--- config.mk ---
export PLATFORM = sky130hd
export DESIGN_NAME = idle_gap_frame_receiver_core
export DESIGN_NICKNAME = d
export VERILOG_FILES = /design/src/hw/rtl/igfr_pkg.sv /design/src/hw/rtl/idle_gap_frame_receiver_core.sv
export SDC_FILE = /design/constraint.sdc
export NUM_CORES = 1
export LEC_CHECK = 0
export BUFFER_PORTS_ARGS = -buffer_cell sky130_fd_sc_hd__buf_2
export CORE_MARGIN = 10
export CORE_UTILIZATION = 40
export CTS_CLUSTER_SIZE = 28
export DETAILED_ROUTE_END_ITERATION = 8
export GPL_ROUTABILITY_DRIVEN = 0
export SYNTH_ARGS = -nofsm -noshare
export SYNTH_HDL_FRONTEND = slang
export SYNTH_SLANG_ARGS = --single-unit
--- constraint.sdc ---
create_clock -name clk -period 7.1 [get_ports clk]
set_input_delay 0.355 -clock clk [delete_from_list [all_inputs] [get_ports clk]]
set_output_delay 0.355 -clock clk [all_outputs]
set_load 0.01 [all_outputs]
--- src/hw/rtl/igfr_pkg.sv ---
// Package for the idle-gap frame receiver: shared types, register map and reset values.
// No dependencies; used by idle_gap_frame_receiver_core.
package igfr_pkg;

    // Default frame store depth
    localparam int DEFAULT_BUFFER_DEPTH = 64;

    // Field widths
    localparam int BYTE_W    = 8;
    localparam int TIMEOUT_W = 16;
    localparam int LEN_W     = 7;
    localparam int INDEX_W   = 6;
    localparam int OUT_W     = 24;

    // Register reset values
    localparam logic [TIMEOUT_W-1:0] IDLE_TIMEOUT_RST = 16'd10;
    localparam logic [LEN_W-1:0]     MAX_LEN_RST      = 7'd64;

    // Silence counter saturation value
    localparam logic [TIMEOUT_W-1:0] SILENCE_MAX = 16'hFFFF;

    // Register map, selected by paddr[2]
    localparam logic REG_IDLE_TIMEOUT = 1'b0;
    localparam logic REG_MAX_LEN      = 1'b1;

    // Input beat kinds
    typedef enum logic {
        OP_BYTE = 1'b0,
        OP_TICK = 1'b1
    } opcode_t;

endpackage

--- src/hw/rtl/idle_gap_frame_receiver_core.sv ---
// Idle-gap frame receiver top level: frame store memory, silence counter and dump sequencer.
// Depends on igfr_pkg.
//
// The block collects received UART bytes (tuser = 0) in a single-port-write, single-port-read
// frame store and counts time ticks (tuser = 1) of line silence. When bytes are held and the
// silence reaches idle_timeout, the tick starts a frame dump: the first min(stored bytes,
// max_frame_len) bytes leave in ascending order, one beat per cycle at best, with tlast on the
// final one. Byte and non-delivering tick beats leave s_tready high. A delivering tick holds
// s_tready low until all L entries of the frame, L being the frame length, are read through
// the one read port, one entry per free output slot; a stalled m_tready prolongs it. A zero
// max_frame_len discards the held bytes without output. Bytes arriving at a full store are
// dropped. Registers: idle_timeout at 0x0 (16 bit, reset 10), max_frame_len at 0x4 (7 bit,
// reset 64). No clearing pass is needed after reset.
module idle_gap_frame_receiver_core #(
    parameter int BUFFER_DEPTH = igfr_pkg::DEFAULT_BUFFER_DEPTH
) (
    input  logic        clk,
    input  logic        rst_n,
    // Input stream
    input  logic        s_tvalid,
    output logic        s_tready,
    input  logic [7:0]  s_tdata,   // [7:0] rx_byte
    input  logic        s_tuser,   // [0] opcode
    // Output stream
    output logic        m_tvalid,
    input  logic        m_tready,
    output logic [23:0] m_tdata,   // [7:0] data_byte, [13:8] byte_index,
                                   // [20:14] frame_length, [23:21] zero
    output logic        m_tlast,   // last_of_frame
    // Configuration port
    input  logic        psel,
    input  logic        penable,
    input  logic        pwrite,
    input  logic [2:0]  paddr,
    input  logic [31:0] pwdata,
    output logic [31:0] prdata,
    output logic        pready
);

    localparam int AW = (BUFFER_DEPTH > 1) ? $clog2(BUFFER_DEPTH) : 1;
    localparam logic [igfr_pkg::LEN_W-1:0] DEPTH_C = igfr_pkg::LEN_W'(BUFFER_DEPTH);

    typedef enum logic {
        ST_IDLE,
        ST_DUMP
    } state_t;

    state_t                             state_reg, state_next;
    logic [igfr_pkg::LEN_W-1:0]         byte_count_reg, byte_count_next;
    logic [igfr_pkg::TIMEOUT_W-1:0]     silence_reg, silence_next;
    logic [igfr_pkg::TIMEOUT_W-1:0]     idle_timeout_reg, idle_timeout_next;
    logic [igfr_pkg::LEN_W-1:0]         max_len_reg, max_len_next;
    logic [igfr_pkg::LEN_W-1:0]         len_reg, len_next;
    logic [igfr_pkg::LEN_W-1:0]         issue_reg, issue_next;
    logic                               m_tvalid_reg, m_tvalid_next;
    logic [igfr_pkg::INDEX_W-1:0]       index_reg, index_next;
    logic [igfr_pkg::LEN_W-1:0]         out_len_reg, out_len_next;
    logic                               last_reg, last_next;

    logic [igfr_pkg::BYTE_W-1:0]        mem [BUFFER_DEPTH];
    logic [igfr_pkg::BYTE_W-1:0]        rdata_reg;
    logic                               mem_we;
    logic                               mem_re;
    logic [AW-1:0]                      mem_raddr;

    logic                               s_accept;
    logic                               cfg_write;
    logic                               out_free;
    logic [igfr_pkg::TIMEOUT_W-1:0]     silence_inc;
    logic [igfr_pkg::LEN_W-1:0]         frame_len;
    logic                               deliver;

    assign s_accept  = s_tvalid && s_tready;
    assign pready    = 1'b1;
    assign cfg_write = psel && penable && pwrite && pready;
    assign out_free  = !m_tvalid_reg || m_tready;

    // Saturating silence increment and delivery decision for a tick
    assign silence_inc = (silence_reg == igfr_pkg::SILENCE_MAX) ?
                         silence_reg : silence_reg + igfr_pkg::TIMEOUT_W'(1);
    assign frame_len   = (byte_count_reg > max_len_reg) ? max_len_reg : byte_count_reg;
    assign deliver     = (byte_count_reg != '0) && (silence_inc >= idle_timeout_reg);

    // Register read-back
    always_comb
    begin
        unique case (paddr[2])
            igfr_pkg::REG_IDLE_TIMEOUT: prdata = {16'd0, idle_timeout_reg};
            igfr_pkg::REG_MAX_LEN:      prdata = {25'd0, max_len_reg};
            default:                    prdata = '0;
        endcase
    end

    // Next-state logic: collect, count silence, sequence the dump
    always_comb
    begin
        state_next        = state_reg;
        byte_count_next   = byte_count_reg;
        silence_next      = silence_reg;
        idle_timeout_next = idle_timeout_reg;
        max_len_next      = max_len_reg;
        len_next          = len_reg;
        issue_next        = issue_reg;
        m_tvalid_next     = m_tvalid_reg && !m_tready;
        index_next        = index_reg;
        out_len_next      = out_len_reg;
        last_next         = last_reg;
        mem_we            = 1'b0;
        mem_re            = 1'b0;
        mem_raddr         = issue_reg[AW-1:0];

        if (cfg_write)
        begin
            unique case (paddr[2])
                igfr_pkg::REG_IDLE_TIMEOUT: idle_timeout_next = pwdata[15:0];
                igfr_pkg::REG_MAX_LEN:      max_len_next = pwdata[6:0];
                default:                    max_len_next = max_len_reg;
            endcase
        end

        unique case (state_reg)
            ST_IDLE:
            begin
                if (s_accept)
                begin
                    if (igfr_pkg::opcode_t'(s_tuser) == igfr_pkg::OP_BYTE)
                    begin
                        // Store the byte unless the store is full
                        if (byte_count_reg < DEPTH_C)
                        begin
                            mem_we          = 1'b1;
                            byte_count_next = byte_count_reg + igfr_pkg::LEN_W'(1);
                            silence_next    = '0;
                        end
                    end
                    else
                    begin
                        silence_next = silence_inc;
                        if (deliver)
                        begin
                            byte_count_next = '0;
                            silence_next    = '0;
                            len_next        = frame_len;
                            issue_next      = '0;
                            if (frame_len != '0)
                            begin
                                state_next = ST_DUMP;
                            end
                        end
                    end
                end
            end
            ST_DUMP:
            begin
                // Issue one read per free output slot; the read data lands in the output
                if (out_free)
                begin
                    mem_re        = 1'b1;
                    m_tvalid_next = 1'b1;
                    index_next    = issue_reg[igfr_pkg::INDEX_W-1:0];
                    out_len_next  = len_reg;
                    last_next     = (issue_reg + igfr_pkg::LEN_W'(1) == len_reg);
                    issue_next    = issue_reg + igfr_pkg::LEN_W'(1);
                    if (issue_reg + igfr_pkg::LEN_W'(1) == len_reg)
                    begin
                        state_next = ST_IDLE;
                    end
                end
            end
            default:
            begin
                state_next = ST_IDLE;
            end
        endcase
    end

    // State and registered outputs
    always_ff @(posedge clk or negedge rst_n)
    begin
        if (!rst_n)
        begin
            state_reg        <= ST_IDLE;
            byte_count_reg   <= '0;
            silence_reg      <= '0;
            idle_timeout_reg <= igfr_pkg::IDLE_TIMEOUT_RST;
            max_len_reg      <= igfr_pkg::MAX_LEN_RST;
            len_reg          <= '0;
            issue_reg        <= '0;
            m_tvalid_reg     <= 1'b0;
            index_reg        <= '0;
            out_len_reg      <= '0;
            last_reg         <= 1'b0;
        end
        else
        begin
            state_reg        <= state_next;
            byte_count_reg   <= byte_count_next;
            silence_reg      <= silence_next;
            idle_timeout_reg <= idle_timeout_next;
            max_len_reg      <= max_len_next;
            len_reg          <= len_next;
            issue_reg        <= issue_next;
            m_tvalid_reg     <= m_tvalid_next;
            index_reg        <= index_next;
            out_len_reg      <= out_len_next;
            last_reg         <= last_next;
        end
    end

    // Frame store: one write port, one registered read port
    always_ff @(posedge clk)
    begin
        if (mem_we)
        begin
            mem[byte_count_reg[AW-1:0]] <= s_tdata;
        end
        if (mem_re)
        begin
            rdata_reg <= mem[mem_raddr];
        end
    end

    assign s_tready = (state_reg == ST_IDLE);
    assign m_tvalid = m_tvalid_reg;
    assign m_tlast  = last_reg;
    assign m_tdata  = {3'd0, out_len_reg, index_reg, rdata_reg};

`ifndef SYNTHESIS
    // The fill level never passes the store depth
    a_count_bound: assert property (@(posedge clk) disable iff (!rst_n)
        byte_count_reg <= DEPTH_C)
        else $error("byte count beyond store depth");

    // The final beat of a frame is only presented once all its reads are issued
    a_last_idle: assert property (@(posedge clk) disable iff (!rst_n)
        (m_tvalid_reg && last_reg) |-> ((state_reg == ST_IDLE) || (issue_reg == '0)))
        else $error("last beat shown while dump still issuing");

    // A dump runs with a non-zero length and never issues past it
    a_dump_len: assert property (@(posedge clk) disable iff (!rst_n)
        (state_reg == ST_DUMP) |-> ((len_reg != '0) && (issue_reg < len_reg)))
        else $error("dump index out of frame");

    // A delivering tick leaves the store empty and the silence cleared
    a_deliver_clear: assert property (@(posedge clk) disable iff (!rst_n)
        (s_accept && (s_tuser == igfr_pkg::OP_TICK) && deliver)
        |=> ((byte_count_reg == '0) && (silence_reg == '0)))
        else $error("delivery did not clear count and silence");
`endif

endmodule

==> results by group, run 1 <==
STA
  – Clk_skew: 0.04228 ns
  – Max_slew headroom: 17.23%
  – Hold Violations, Final: 0
  – Period utilization: 66.83%
  – Setup TNS Final: 0 ns
  – Worst slew pin tran: 1.242 ns
  – Crit path time final: 4.745 ns
  – Minimum hold slack: 0.03689 ns
  – Final setup violation count: 0
  – Max frequency: 210.8 MHz
  – RSZ-0062 raised after global routing: no
  – Final worst slack: 2.355 ns
  – Pins over their slew limit: 0

Critical path
  – Slowest-stage cell, CP: o31ai_4
  – R2R setup slack: 2.36 ns
  – Setup crit start: silence_reg[0]
  – Top delay family on crit path: compound AO/OA/AOI/OAI gates
  – Arr. time, crit path: 5.26 ns
  – Cell-by-cell trace of the critical path: ha_1 -> nand3_1 -> or4b_1 -> nor2_2 -> mux2_2 -> ha_1 -> a2111oi_0 -> and4b_1 -> o31ai_4 -> buf_4 -> a31oi_1 -> a311oi_1
  – Critical path type: reg -> reg
  – Setup crit end kind: flop
  – Cells on worst reg2reg path: 12
  – Worst r2r src: silence_reg[0]
  – Critical path launch point type: flop
  – Buffers & Inverters on Critical Path: 1
  – Worst r2r dst: silence_reg[15]
  – Req. time, crit path: 7.61 ns
  – CP dominant cell by count: ha_1
  – Max incr delay on CP: 0.74 ns
  – Crit-path max FO: 21

Worst hold path
  – WHS Path Cells: 2
  – WHS Endpoint: byte_count_reg[5]
  – Hold Crit Start: s_tuser
  – Tightest Hold Check Type: in -> reg

Synthesis
  – FF+latch count, synth: 596
  – Yosys Warn Count: 0
  – Synth cell types: 58
  – Synth Cell Area: 0.02462 mm2
  – Fraction of registers with async set/reset: 12.75%
  – Syn Area/Cell: 17.05 um2
  – Top post-synthesis cells by area: edfxtp_1 63%, mux4_2 12%, dfrtp_1 7.4%
  – Syn Inst Count: 1444
  – Sequential share of the synthesized area: 71.17%
  – Top_reg_cell synth: edfxtp_1
  – Post-synth EDFFs: 520
  – Yosys top cell area share: 63.43%
  – Synth area leader: edfxtp_1

CTS
  – Hold_buf cts: 17
  – CTS tree: built
  – Cts repair resizes: 0
  – Clk sinks: 596
  – Clock root buffer: clkbuf_16
  – Setup Buffers After CTS: 0
  – Worst skew pair latency: 0.65 ns
  – Clock-pin slew on the worst setup and hold paths: 0.06 ns
  – CTS H-Tree Depth: 2
  – CTS buffer count: 59
  – Maximum root-to-sink buffer count: 3

Placed design
  – Pre-CTS WS: 2.395 ns
  – Port bufs: 72
  – DP HPWL: 34510 um

Power
  – Max VDD drop: 0.2200 mV
  – Pwr/cell area: 354.5 mW/mm2
  – Leak: 9.419 nW

Finish
  – Area added between synthesis and finish: 12.83%
  – Nets: 1614
  – Number of flip-flops in the largest register: 512
  – Most common cell after layout, fill and taps aside: edfxtp_1
  – Most frequent cells in the layout: 520 x edfxtp_1, 128 x mux4_2, 115 x nand2_1
  – # diodes: 0
  – Layout cells sized above 1: 21.67%

Floorplanning
  – Die area: 0.07187 mm2
  – Rows: 90
  – I/O pin total: 111
  – Die Width: 268.1 um
  – Starting Density: 40.56%
  – Core Area: 0.06070 mm2
  – Die height: 268.1 um

Run status
  – Run status: finished, final reports clean

Routing
  – Initial drt markers: 1267
  – Average wire per standard cell: 24.15 um
  – DRC viols: 0
  – First-pass detailed-route iteration total: 5
  – Final ANT Viol Nets: 0
  – Vias: 13.33k
  – Via density: 5.635
  – Post-Route WL: 57120 um

Global routing
  – Overflow after GRT: 0
  – GRT Overall Usage: 15.89%
  – Initial antenna violation count: 0
  – First-pass GRT wire length: 86030 um
  – Largest net degree at the start of global routing: 84
  – Vias in the first global route: 13.65k

Flow run
  – Max_cap viols: 0
## routing by layer
metal / up-vias / share of wire, % / track usage [%]
met5: - / 0 / 0
met4: 0 / 2.6 / 5.084
met3: 92 / 6.9 / 3.245
li1: 5845 / - / -
met2: 446 / 47 / 25.00
met1: 6943 / 44 / 21.89
## final cells by class
cell class | instances | area, um2
clock inverters | 29 | 317.8
multi-input cells | 727 | 6501
repair buffers | 107 | 680.7
well taps | 782 | 978.4
clock buffers | 79 | 1602
fillers | 5155 | 32920
flip-flops and latches | 596 | 17530
inverters | 45 | 168.9
## cells by family after synthesis
| group | share of synthesized area (%) |
|---|---|
| buf+inv | 2.699 |
| mux | 13.61 |
| xor+xnor | 0.5336 |
| other cells | 0.03051 |
| simple gates | 5.728 |
| compound gates | 4.864 |
| flops | 71.17 |
| fa+ha+maj | 1.372 |
## Yosys cell counts, types with 24 or more instances
cell type    n
a22oi_1     46
buf_2       24
buf_4       30
clkbuf_1    38
dfrtp_1     73
edfxtp_1   520
ha_1        27
inv_1       44
mux2_2      29
mux4_2     128
nand2_1    115
nand3_1     33
nor2_1      97
o21ai_0     30
## worst reg2reg max path: stages (launching register included)
cell	delay [ns]
dfrtp_1	0.43
ha_1	0.38
nand3_1	0.21
or4b_1	0.71
nor2_2	0.20
mux2_2	0.37
ha_1	0.27
a2111oi_0	0.35
and4b_1	0.27
o31ai_4	0.74
buf_4	0.35
a31oi_1	0.12
a311oi_1	0.24
## how the worst max path moves through the flow
stage / to / slack (ns) / cells past startpoint
floorplan: silence_reg[11] / 3.50 / 14
global placement: silence_reg[8] / 2.45 / 13
detailed placement: silence_reg[6] / 2.39 / 12
CTS: silence_reg[6] / 2.37 / 12
global route: silence_reg[15] / 1.95 / 12
finish: silence_reg[15] / 2.36 / 12
## per-stage QoR
step	cell area (um2)	power (mW)	std cells	util, %
finish	27780	9.847	2365	45.77
global route	27780	10.30	2365	45.77
CTS	27780	9.935	2365	45.77
detailed placement	25690	6.847	2240	42.32
global placement	25690	6.800	2240	42.32
floorplan	24690	6.040	1462	-
## power by group
group          internal [mW]  total [mW]  switching, mW
Clock                   1.74        3.09           1.35
Combinational           1.10        2.48           1.38
Sequential              4.01        4.28          0.268
Total                   6.85        9.85           3.00
No activity file was read; power rests on OpenSTA's default activity.
==> run 2: changes to the inputs <==
--- a/config.mk
+++ b/config.mk
@@ -5,6 +5,7 @@
 export SDC_FILE = /design/constraint.sdc
 export NUM_CORES = 1
 export LEC_CHECK = 0
+export ABC_AREA = 1
 export BUFFER_PORTS_ARGS = -buffer_cell sky130_fd_sc_hd__buf_2
 export CORE_MARGIN = 10
 export CORE_UTILIZATION = 40
==> constraint.sdc (replaced) <==
create_clock -name clk -period 4.6 [get_ports clk]
set_input_delay 0.23 -clock clk [delete_from_list [all_inputs] [get_ports clk]]
set_output_delay 0.23 -clock clk [all_outputs]
set_load 0.01 [all_outputs]
==> results by group, run 2 <==
Synthesis
  – Synth cell types: 38 (-34%)
  – Synth Cell Area: 0.02537 mm2 (+3.0%)
  – FF+latch count, synth: 596 (unchanged)
  – Synth cell count leaders: 520 x edfxtp_1, 395 x nor2_1, 350 x nand2_1, 300 x o21ai_0, 137 x nand3_1
  – Syn Inst Count: 2267 (+57%)
  – Syn Area/Cell: 11.19 um2 (-34%)
  – Yosys top cell area share: 61.56% (-1.9 points)
  – Top_reg_cell synth: edfxtp_1
  – Top post-synthesis cells by area: edfxtp_1 62%, dfrtp_1 7.2%, o21ai_0 5.9%
  – Most numerous cell in the Yosys netlist: edfxtp_1
  – Yosys Warn Count: 0 (unchanged)
  – Post-synth EDFFs: 520 (unchanged)
  – Synth area leader: edfxtp_1
  – Sequential share of the synthesized area: 69.07% (-2.1 points)
  – Fraction of registers with async set/reset: 12.75% (unchanged)

STA
  – Period utilization: 75.49% (+8.7 points)
  – Max frequency: 288.0 MHz (+37%)
  – Clk_skew: 0.05919 ns (+0.01691 ns)
  – Final worst slack: 1.128 ns (-1.227 ns)
  – Minimum hold slack: 0.1330 ns (+0.09607 ns)
  – Worst slew pin tran: 0.9959 ns (-0.2457 ns)
  – Pins over their slew limit: 0 (unchanged)
  – RSZ-0062 raised after global routing: no
  – Crit path time final: 3.472 ns (-1.273 ns)
  – Setup TNS Final: 0 ns (unchanged)
  – Final setup violation count: 0 (unchanged)
  – Hold Violations, Final: 0 (unchanged)
  – Max_slew headroom: 33.61% (+16 points)

CTS
  – Clock root buffer: clkbuf_16
  – Maximum root-to-sink buffer count: 3 (unchanged)
  – Clock-pin slew on the worst setup and hold paths: 0.07 ns (about the same)
  – Worst skew pair latency: 0.66 ns (about the same)
  – Clk sinks: 596 (unchanged)
  – CTS tree: built
  – CTS buffer count: 61 (+3.4%)
  – CTS H-Tree Depth: 2 (unchanged)

Routing
  – First-pass detailed-route iteration total: 5 (unchanged)
  – Initial drt markers: 1699 (+34%)
  – Post-Route WL: 64520 um (+13%)
  – Final ANT Viol Nets: 0 (unchanged)
  – Vias: 17.28k (+30%)
  – DRC viols: 0 (unchanged)
  – Average wire per standard cell: 20.08 um (-17%)
  – Via density: 5.377 (-4.6%)

Run status
  – Run status: finished, final reports clean

Finish
  – Multi-input combinational cell area: 0.006817 mm2 (+4.8%)
  – Finished Layout Cells: 3213 (+36%)
  – # diodes: 0 (unchanged)
  – Layout cells sized above 1: 8.534% (-13 points)
  – Number of flip-flops in the largest register: 512 (unchanged)
  – Nets: 2394 (+48%)
  – Area added between synthesis and finish: 11.97%
  – Most frequent cells in the layout: 520 x edfxtp_1, 395 x nor2_1, 350 x nand2_1
  – Most common cell after layout, fill and taps aside: edfxtp_1
  – Sequential cell area: 0.01753 mm2 (about the same)
  – Filler cells: 5791 (+12%)

Placed design
  – Port bufs: 72 (unchanged)
  – Pre-CTS WS: 1.178 ns (-1.217 ns)
  – DP HPWL: 36750 um (+6.5%)
  – Placed cell count: 3080 (+38%)

Power
  – Max VDD drop: 0.5770 mV (+160%)
  – Power Total: 16.19 mW (+64%)
  – Leak: 10.28 nW (+9.1%)
  – Pwr/cell area: 570.2 mW/mm2 (+61%)

Floorplanning
  – Core Area: 0.06297 mm2 (+3.7%)
  – Die area: 0.07389 mm2 (+2.8%)
  – Die height: 271.8 um (+1.4%)
  – Rows: 92 (+2.2%)
  – Die Width: 271.8 um (+1.4%)
  – Starting Density: 40.28% (-0.28 points)
  – I/O pin total: 111 (unchanged)

Critical path
  – Crit-path max FO: 11 (-48%)
  – Req. time, crit path: 5.13 ns (-2.48 ns)
  – Worst r2r src: silence_reg[0]
  – Critical path launch point type: flop
  – Worst r2r dst: byte_count_reg[4]
  – Critical path type: reg -> reg
  – Cells on worst reg2reg path: 24 (+12)
  – R2R setup slack: 1.13 ns (-1.23 ns)
  – Setup crit end kind: flop
  – Worst setup path endpoint: byte_count_reg[4]
  – Setup crit start: silence_reg[0]
  – Arr. time, crit path: 4.00 ns (-1.26 ns)

Global routing
  – Vias in the first global route: 16.76k (+23%)
  – Initial antenna violation count: 0 (unchanged)
  – Largest net degree at the start of global routing: 193 (+130%)
  – GRT Overall Usage: 16.99% (+1.1 points)
  – Overflow after GRT: 0 (unchanged)
  – First-pass GRT wire length: 98480 um (+14%)

Worst hold path
  – Tightest Hold Check Type: in -> reg
  – Hold Crit Start: s_tvalid

Flow run
  – Max_cap viols: 0 (unchanged)
-- run 2: cell types whose count changed in the layout (fill, tap and decap cells not counted), moves of 17 or more --
cell     change
a22oi_1     -46
nand3_1    +104
inv_1       +41
nand2_1    +235
mux2_2      -29
nor2_1     +298
o21ai_1     +27
a31oi_1     -17
o22ai_1     +95
o21ai_0    +270
mux4_2     -128
-- run 2: final cells by class --
cell class | count | share of cell area, %
well taps | 846 | 3.727
multi-input cells | 1448 | 24.00
inverters | 94 | 1.282
repair buffers | 115 | 2.670
clock buffers | 79 | 5.648
clock inverters | 35 | 0.9604
flip-flops and latches | 596 | 61.71
-- run 2: critical path: stages (launching register included) --
cell and delay, ns:
dfrtp_1 0.45, ha_1 0.20, nand2_1 0.09, inv_1 0.07
nand2_1 0.09, nor2_2 0.17, nand2_1 0.10, nor2_1 0.13
nand2_1 0.14, o21ai_1 0.21, inv_1 0.06, ha_1 0.29
inv_1 0.05, o21bai_1 0.11, nand2_1 0.07, nand2_1 0.06
nand2_1 0.05, nand2_1 0.07, nand2_1 0.05, nand2_1 0.11
nand2_1 0.31, nand2_1 0.18, nand2_1 0.15, nand2_1 0.10
nand2_1 0.05
-- run 2: per-layer routing --
layer | global-route usage (%) | share of wire (%) | vias up
met5 | 0 | 0 | -
met3 | 3.190 | 7.6 | 108
met1 | 21.98 | 41 | 8512
li1 | - | - | 8054
met4 | 5.365 | 2.4 | 0
met2 | 28.56 | 49 | 602
-- run 2: what timing repair did --
action,4_1_cts,5_1_grt
hold endpoints to repair,103,0
setup buffers,0,0
hold buffers,19,0
gates resized for setup,0,0
-- run 2: how the worst min path moves through the flow --
stage	end	slack, ns	cells past startpoint
after floorplan	byte_count_reg[0]	-0.07	0
after detailed placement	idle_timeout_reg[12]	0.45	1
after CTS	silence_reg[10]	0.10	4
after global routing	silence_reg[10]	0.14	4
after global placement	idle_timeout_reg[13]	0.44	1
final	silence_reg[10]	0.13	4
-- run 2: report_power, final --
| part | internal [mW] | leakage, nW | switching, mW | total (mW) |
|---|---|---|---|---|
| Sequential | 6.18 | 5.64 | 0.203 | 6.38 |
| Clock | 2.62 | 0.918 | 2.09 | 4.71 |
| Combinational | 1.50 | 3.72 | 3.61 | 5.10 |
-- run 2: metrics by stage --
step	utilization (%)	cell area, um2
global route	45.11	28400
floorplan	-	25430
detailed placement	41.82	26330
finish	45.11	28400
global placement	41.82	26330
CTS	45.11	28400
-- run 2: cells by family after synthesis --
group / share of synthesized area, %
AND/OR/NAND/NOR: 14.66
XOR/XNOR: 0.5722
adder cells (fa/ha/maj): 1.332
other: 0.02961
buffers and inverters: 4.321
flip-flops: 69.07
AO/OA/AOI/OAI: 10.01
